File: config.mk
export PLATFORM = sky130hd
export DESIGN_NAME = abkf_ctrl
export DESIGN_NICKNAME = d
export VERILOG_FILES = /design/src/abkf_pkg.sv /design/src/abkf_ctrl.sv
export SDC_FILE = /design/constraint.sdc
export NUM_CORES = 1
export LEC_CHECK = 0
export ABC_AREA = 1
export BUFFER_PORTS_ARGS = -buffer_cell sky130_fd_sc_hd__buf_4
export CAP_MARGIN = 25
export CORE_MARGIN = 5
export CORE_UTILIZATION = 47
export CTS_CLUSTER_DIAMETER = 150
export DETAILED_ROUTE_END_ITERATION = 8
export PLACE_DENSITY = 0.78
export SLEW_MARGIN = 25
export SYNTH_ARGS = -nofsm -noshare
export SYNTH_HDL_FRONTEND = slang
export SYNTH_SLANG_ARGS = --single-unit
File: constraint.sdc
create_clock -name clk -period 2.15 [get_ports clk]
set_clock_uncertainty 0.1 [all_clocks]
set_input_delay 0.3225 -clock clk [delete_from_list [all_inputs] [get_ports clk]]
set_output_delay 0.3225 -clock clk [all_outputs]
set_load 0.005 [all_outputs]
File: src/abkf_pkg.sv
// package for the angle/bias kalman filter: widths, reset values, register indexes,
// controller commands and the datapath status struct
// no dependencies
`timescale 1ns / 1ps
package abkf_pkg;
	localparam int DataW = 32;
	localparam int NoiseW = 31;
	localparam int DtW = 24;
	localparam int FracW = 24;
	localparam int CfgIdxW = 2;
	localparam int DivW = 32;
	localparam int DivIterW = 6;

	localparam logic [NoiseW-1:0] QaReset = 31'd16777;
	localparam logic [NoiseW-1:0] QbReset = 31'd168;
	localparam logic [NoiseW-1:0] RmReset = 31'd16777216;
	localparam logic signed [DataW-1:0] OneQ24 = 32'sd16777216;

	localparam logic [CfgIdxW-1:0] REG_QA = 2'd0;
	localparam logic [CfgIdxW-1:0] REG_QB = 2'd1;
	localparam logic [CfgIdxW-1:0] REG_RM = 2'd2;

	// datapath operations selected by the controller at each step
	typedef enum logic [4:0] {
		OP_NONE,
		OP_LOAD,
		OP_RATE,
		OP_ANGLE,
		OP_T,
		OP_P00,
		OP_P11,
		OP_S,
		OP_DIV0,
		OP_DIV1,
		OP_Y0,
		OP_Y1,
		OP_CANG,
		OP_CBIAS,
		OP_C00,
		OP_C01,
		OP_C10,
		OP_C11
	} op_t;

	typedef struct packed {
		op_t  op;
		logic div_start;
		logic mul_start;
	} dp_cmd_t;

	typedef struct packed {
		logic mul_done;
		logic div_done;
	} dp_status_t;

	function automatic logic signed [DataW-1:0] sat32(input logic signed [65:0] v);
		if (v > 66'sd2147483647)
			return 32'sh7fffffff;
		else if (v < -66'sd2147483648)
			return 32'sh80000000;
		else
			return v[DataW-1:0];
	endfunction
endpackage

File: src/abkf_ctrl.sv
// controller: sequences one filter step over the shared multiplier and divider,
// handles the input and output handshakes. depends on abkf_pkg
`timescale 1ns / 1ps
module abkf_ctrl import abkf_pkg::*; (
	input  logic clk,
	input  logic arst_n,
	input  logic in_valid,
	output logic in_ready,
	output logic out_valid,
	input  logic out_ready,
	input  dp_status_t status,
	output dp_cmd_t cmd
);
	localparam logic [4:0] S_IDLE = 5'd0;
	localparam logic [4:0] S_RATE = 5'd1;
	localparam logic [4:0] S_MANG = 5'd2;
	localparam logic [4:0] S_MT = 5'd4;
	localparam logic [4:0] S_MP00 = 5'd5;
	localparam logic [4:0] S_MP11 = 5'd7;
	localparam logic [4:0] S_S = 5'd9;
	localparam logic [4:0] S_D0 = 5'd10;
	localparam logic [4:0] S_D1 = 5'd11;
	localparam logic [4:0] S_K1 = 5'd12;
	localparam logic [4:0] S_MB = 5'd14;
	localparam logic [4:0] S_M00 = 5'd15;
	localparam logic [4:0] S_M01 = 5'd16;
	localparam logic [4:0] S_M10 = 5'd17;
	localparam logic [4:0] S_M11 = 5'd18;
	localparam logic [4:0] S_OUT = 5'd19;

	logic [4:0] st_q, st_d;
	logic wait_q, wait_d;
	op_t iss_op, app_op;
	logic [4:0] mul_nxt;

	assign in_ready = (st_q == S_IDLE);
	assign out_valid = (st_q == S_OUT);

	// multiply steps: op to issue, op to apply with the product, following state
	always_comb begin
		iss_op = OP_NONE;
		app_op = OP_NONE;
		mul_nxt = S_IDLE;
		unique case (st_q)
			S_MANG:  begin iss_op = OP_RATE; app_op = OP_ANGLE; mul_nxt = S_MT; end
			S_MT:    begin iss_op = OP_T; app_op = OP_T; mul_nxt = S_MP00; end
			S_MP00:  begin iss_op = OP_P00; app_op = OP_P00; mul_nxt = S_MP11; end
			S_MP11:  begin iss_op = OP_P11; app_op = OP_P11; mul_nxt = S_S; end
			S_K1:    begin iss_op = OP_Y0; app_op = OP_CANG; mul_nxt = S_MB; end
			S_MB:    begin iss_op = OP_Y1; app_op = OP_CBIAS; mul_nxt = S_M00; end
			S_M00:   begin iss_op = OP_C00; app_op = OP_C00; mul_nxt = S_M01; end
			S_M01:   begin iss_op = OP_C01; app_op = OP_C01; mul_nxt = S_M10; end
			S_M10:   begin iss_op = OP_C10; app_op = OP_C10; mul_nxt = S_M11; end
			S_M11:   begin iss_op = OP_C11; app_op = OP_C11; mul_nxt = S_OUT; end
			default: begin iss_op = OP_NONE; app_op = OP_NONE; mul_nxt = S_IDLE; end
		endcase
	end

	// each multiply step: issue, wait for done, apply the op carried in that cycle
	always_comb begin
		st_d = st_q;
		wait_d = wait_q;
		cmd = '{op: OP_NONE, div_start: 1'b0, mul_start: 1'b0};
		unique case (st_q)
			S_IDLE: if (in_valid) begin cmd.op = OP_LOAD; st_d = S_RATE; end
			S_RATE: begin cmd.op = OP_RATE; st_d = S_MANG; end
			S_MANG, S_MT, S_MP00, S_MP11, S_K1, S_MB, S_M00, S_M01, S_M10, S_M11: begin
				if (!wait_q) begin
					cmd.op = iss_op; cmd.mul_start = 1'b1; wait_d = 1'b1;
				end else if (status.mul_done) begin
					cmd.op = app_op; wait_d = 1'b0; st_d = mul_nxt;
				end
			end
			S_S: begin cmd.op = OP_S; st_d = S_D0; end
			S_D0: if (!wait_q) begin
				cmd.op = OP_DIV0; cmd.div_start = 1'b1; wait_d = 1'b1;
			end else if (status.div_done) begin
				cmd.op = OP_DIV0; wait_d = 1'b0; st_d = S_D1;
			end
			S_D1: if (!wait_q) begin
				cmd.op = OP_DIV1; cmd.div_start = 1'b1; wait_d = 1'b1;
			end else if (status.div_done) begin
				cmd.op = OP_DIV1; wait_d = 1'b0; st_d = S_K1;
			end
			S_OUT: if (out_ready) st_d = S_IDLE;
			default: st_d = S_IDLE;
		endcase
	end

	always_ff @(posedge clk or negedge arst_n) begin
		if (!arst_n) begin
			st_q <= S_IDLE;
			wait_q <= 1'b0;
		end else begin
			st_q <= st_d;
			wait_q <= wait_d;
		end
	end
endmodule

==> Yosys cells after proc, flatten, opt, wreduce, memory -nomap -nowiden <==
Memories as Yosys holds them, arrays and structs flattened.
Index checks and enable logic that the tools add are counted.
W data, S select, Z words.
{ "classes": {"n_reduce_logical": 5, "muxes": 25, "n_eq_ne": 23} }
{ "ops": {"columns": ["operator", "n"], "rows": [
  ["$mux W5", 10],
  ["$pmux W5 S7", 1],
  ["$eq A5 B4 Y1 const B", 6],
  ["$pmux W5 S6", 1],
  ["$eq A5 B5 Y1 const B", 4],
  ["$mux W4", 4],
  ["$eq A5 B3 Y1 const B", 3],
  ["$ne A2 B2 Y1 const B", 7],
  ["$reduce_or A10 Y1", 1],
  ["$mux W1", 8],
  ["$reduce_and A8 Y1", 1],
  ["$eq A5 B1 Y1 const B", 1],
  ["$eq A5 B2 Y1 const B", 1],
  ["$logic_not A5 Y1", 1],
  ["$ne A2 B1 Y1 const B", 1],
  ["$pmux W1 S2", 1],
  ["$reduce_bool A2 Y1", 1],
  ["$reduce_or A2 Y1", 1]
]} }
{ "totals": {"elab_cells": 56, "reg_bits": 6, "input_bits": 6, "mem_count": 1, "mem_bits_ro": 480} }
{ "memory_table": {"columns": ["name", "depth", "width", "read_ports", "rd_clocked_by_memory_dff", "write_ports", "line", "rtl"], "rows": [
  ["(name not given)", 32, 15, 1, 0, 0, "abkf_ctrl.sv:44", "unique case (st_q)"]
]} }

==> Longest topological paths before layout <==
{ "logic_depth": {"depth_word": 4, "depth_mapped": 13, "mapped_depth_nobuf": 13} }

==> Worst setup path after synthesis <==
OpenSTA, ideal clock, no wires.
{ "synth_timing": {"kind": "register to output", "from": "register st_q[0]", "to": "output port cmd[5] in the netlist's numbering", "arrival_time_ps": 1484, "path_stages_with_launch": 11, "required_time_ps": 1727, "setup_slack_ps": 243, "path_cell_list": "dfrtp_1 -> inv_1 -> ha_1 -> nor2_1 -> nand2_1 -> nand3_2 -> nand2_1 -> nor2_4 -> nor2_4 -> nand3_1 -> nand2_1"} }
{ "synth_rtl": {"columns": ["item", "line", "rtl"], "rows": [
  ["start, declared", "abkf_ctrl.sv:31", "logic [4:0] st_q, st_d;"],
  ["start signal, assigned", "abkf_ctrl.sv:95", "st_q <= st_d;"],
  ["end, declared", "abkf_ctrl.sv:12", "output dp_cmd_t cmd"]
]} }

==> flow_metrics.env <==
export IMPL_area_growth_pct=40.2
export IMPL_min_period_ns=2.19
export IMPL_grt_pass1_wl_um=4620
export IMPL_critPathRequiredTime_ns=1.73
export IMPL_place_gp_congestion=0.916
export IMPL_crit_path_start="st_q[0]"
export IMPL_final_common_cell="nand2_1"
export IMPL_synthTopCellsByArea="nand2_1 (24%), dfrtp_1 (15%), ha_1 (8.7%), nor2_1 (6.4%), inv_1 (5.6%)"
export IMPL_synth_warnings=0
export IMPL_intPower_mw=0.860
export IMPL_clkLatencyLatePin_ns=0.25
export IMPL_layout_setup_ws_ns=-0.0396
export IMPL_syn_area_um2=1000
export IMPL_p_switching_mw=0.917
export IMPL_ys_ff_latch=6
export IMPL_vias=1195
export IMPL_grt_pass1_vias=1047
export IMPL_layout_cells_most_common_list="nand2_1 (60), buf_4 (30), inv_1 (11), nor2_1 (11), nand3_1 (9)"
export IMPL_ant_nets=0
export IMPL_cts_tree="yes"
export IMPL_reg2reg_depth=12
export IMPL_clock_sinks=6
export IMPL_nets=211
export IMPL_rows=16
export IMPL_antenna_found_initial=0
export IMPL_utilization_pct=70.2
export IMPL_hold_path_class="input pin to async pin"
export IMPL_antenna_cells=0
export IMPL_worstReg2RegStart="st_q[1]"
export IMPL_critical_path_startpoint_type="flop"
export IMPL_yosysTopAreaCellShare_pct=23.6
export IMPL_finalNonFillerCells=223
export IMPL_cts_buffers=3
export IMPL_violations="negative setup slack"
export IMPL_grt_max_degree=10
export IMPL_post_route_cell_area_um2=1410
export IMPL_syn_nets=177
export IMPL_cp_endpoint="cmd[0]"
export IMPL_hold_violations=0
export IMPL_track_usage_pct=17.9
export IMPL_sequentialPowerShare_pct=14.8
export IMPL_htree_levels=1
export IMPL_clockBufferDepth=2
export IMPL_start_util_pct=50.1
export IMPL_synth_cell_types=28
export IMPL_layout_drive_gt1_share_pct=42.9
export IMPL_die_height_um=56.2
export IMPL_reg2reg_to="st_q[1]"
export IMPL_peakVddDrop_uv=927
export IMPL_powerDensity_nw_per_um2=1260
export IMPL_worst_endpoint_arrival_ns=1.77
export IMPL_critical_path_class="flop to primary output"
export IMPL_wl_per_cell_um=13.7
export IMPL_yosys_area_top_type="nand2_1"
export IMPL_cap_violations=0
export IMPL_worst_slew_pin_slew_ns=0.304
export IMPL_drt_iter0_markers=59
export IMPL_finalSetupViolCount=5
export IMPL_io_pins=15
export IMPL_status="finished with violations"
export IMPL_drc=0
export IMPL_leakage_nw=0.783
export IMPL_crit_fanout=4
export IMPL_grt_setup_unrepaired="true"
export IMPL_r2r_setup_slack_ns=0.26
export IMPL_dieArea_um2=3160
export IMPL_totalWireLength_um=3060
export IMPL_ctsRootBufferMaster="clkbuf_4"
export IMPL_ys_seq_area_share_pct=15.0
export IMPL_swShare_pct=51.6
export IMPL_final_max_slew_violation_count=0
export IMPL_power_frac_comb_pct=79.3
export IMPL_via_per_inst=5.36
export IMPL_chipWidth_um=56.2
export IMPL_placed_cells=206
export IMPL_clockPowerShare_pct=5.9
export IMPL_fmaxAchievable_mhz=457
export IMPL_clk_pin_slew_ns=0.05
export IMPL_drt_pre_antenna_iters=4
export IMPL_syn_area_per_cell_um2=6.11
export IMPL_fin_crit_sh_pct=102
export IMPL_slew_headroom_pct=79.8
export IMPL_grt_ovfl_total=0
export IMPL_syn_inst=164
export IMPL_coreArea_um2=2000
export IMPL_crit_path_end_kind="primary output"
export IMPL_hpwl_um=2160
export IMPL_dpl_cell_area_um2=1150
export IMPL_port_buffers=14
critical path: stages (launching register included):
cell and delay (ns):
dfrtp_2 0.43, inv_4 0.07, ha_4 0.18, nor2_2 0.13
nand2_1 0.09, nand3_2 0.11, nand2_2 0.07, nor2_4 0.12
buf_4 0.14, nor2_1 0.04, buf_4 0.14
power groups by stage:
stage	clock network (mW)	logic (mW)	registers (mW)
global placement	0	1.02	0.239
detailed placement	0	1.04	0.245
finish	0.104	1.41	0.263
floorplan	0	0.813	0.183
CTS	0.105	1.20	0.241
global route	0.114	1.53	0.268
flip-flops by register name, indices dropped and copies added, names as in the netlist:
| signal | count |
|---|---|
| st_q | 5 |
| wait_q | 1 |
cells by family after synthesis:
group	Yosys count	share of synthesized area, %
and+or+nand+nor	117	59.1
adders and majority gates	7	8.74
buffers and inverters	25	11.7
DFF	6	15.0
AOI/OAI and AO/OA	9	5.49
layout make-up:
cell class | instances | area, um2
multi-input combinational | 133 | 842
fill | 160 | 597
timing repair buffer | 34 | 269
sequential | 6 | 155
inverter | 20 | 82.6
tap | 27 | 33.8
clock buffer | 3 | 22.5
per-layer routing:
metal	GRT usage [%]	vias up	routed length, um	share of wire (%)
met5	0	-	0	0
met4	5.76	0	85	2.8
met3	3.71	8	199	6.5
met2	31.2	60	1560	51
met1	21.6	544	1220	40
li1	-	583	-	-
synth_stat cells:
library cell  number
a21oi_1            1
a21oi_2            1
and2_1             1
buf_2              2
buf_4              1
buf_6              2
dfrtp_1            6
ha_1               7
inv_1             15
inv_2              4
inv_4              1
nand2_1           63
nand2_2            4
nand2_4            5
nand3_1            9
nand3_2            2
nand3_4            1
nand4_1            7
nor2_1            17
nor2_2             1
nor2_4             3
nor2_8             1
nor3_1             1
o21ai_0            3
o21ai_1            1
o21ai_2            1
o22ai_1            2
or2_2              2
stage by stage:
step                      hold WS, ns  worst slack (ns)  TNS (ns)  total power [mW]
after floorplan               -0.0731             0.243         0             0.997
after global placement         0.0330             0.114         0              1.26
after detailed placement       0.0338            0.0165         0              1.28
after CTS                       0.323          -0.00879   -0.0169              1.54
after global routing            0.328            -0.131    -0.608              1.91
final                           0.322           -0.0396   -0.0905              1.78
worst min path at each step:
stage | start | end | slack (ns) | depth (start not counted)
finish | arst_n | st_q[4] | 0.32 | 2
global route | arst_n | st_q[2] | 0.33 | 2
CTS | arst_n | st_q[4] | 0.32 | 2
detailed placement | arst_n | st_q[4] | 0.03 | 1
global placement | arst_n | wait_q | 0.03 | 1
floorplan | arst_n | st_q[0] | -0.07 | 0
timing repair:
item | 4_1_cts | 5_1_grt
pin swaps | 3 | 13
hold buffers | 1 | 0
hold endpoints to repair | 6 | 0
endpoints found under the setup margin | 7 | 7
setup buffers | 9 | 4
gates resized for setup | 15 | 23
Note: power is estimated with default switching activity, not from simulation.
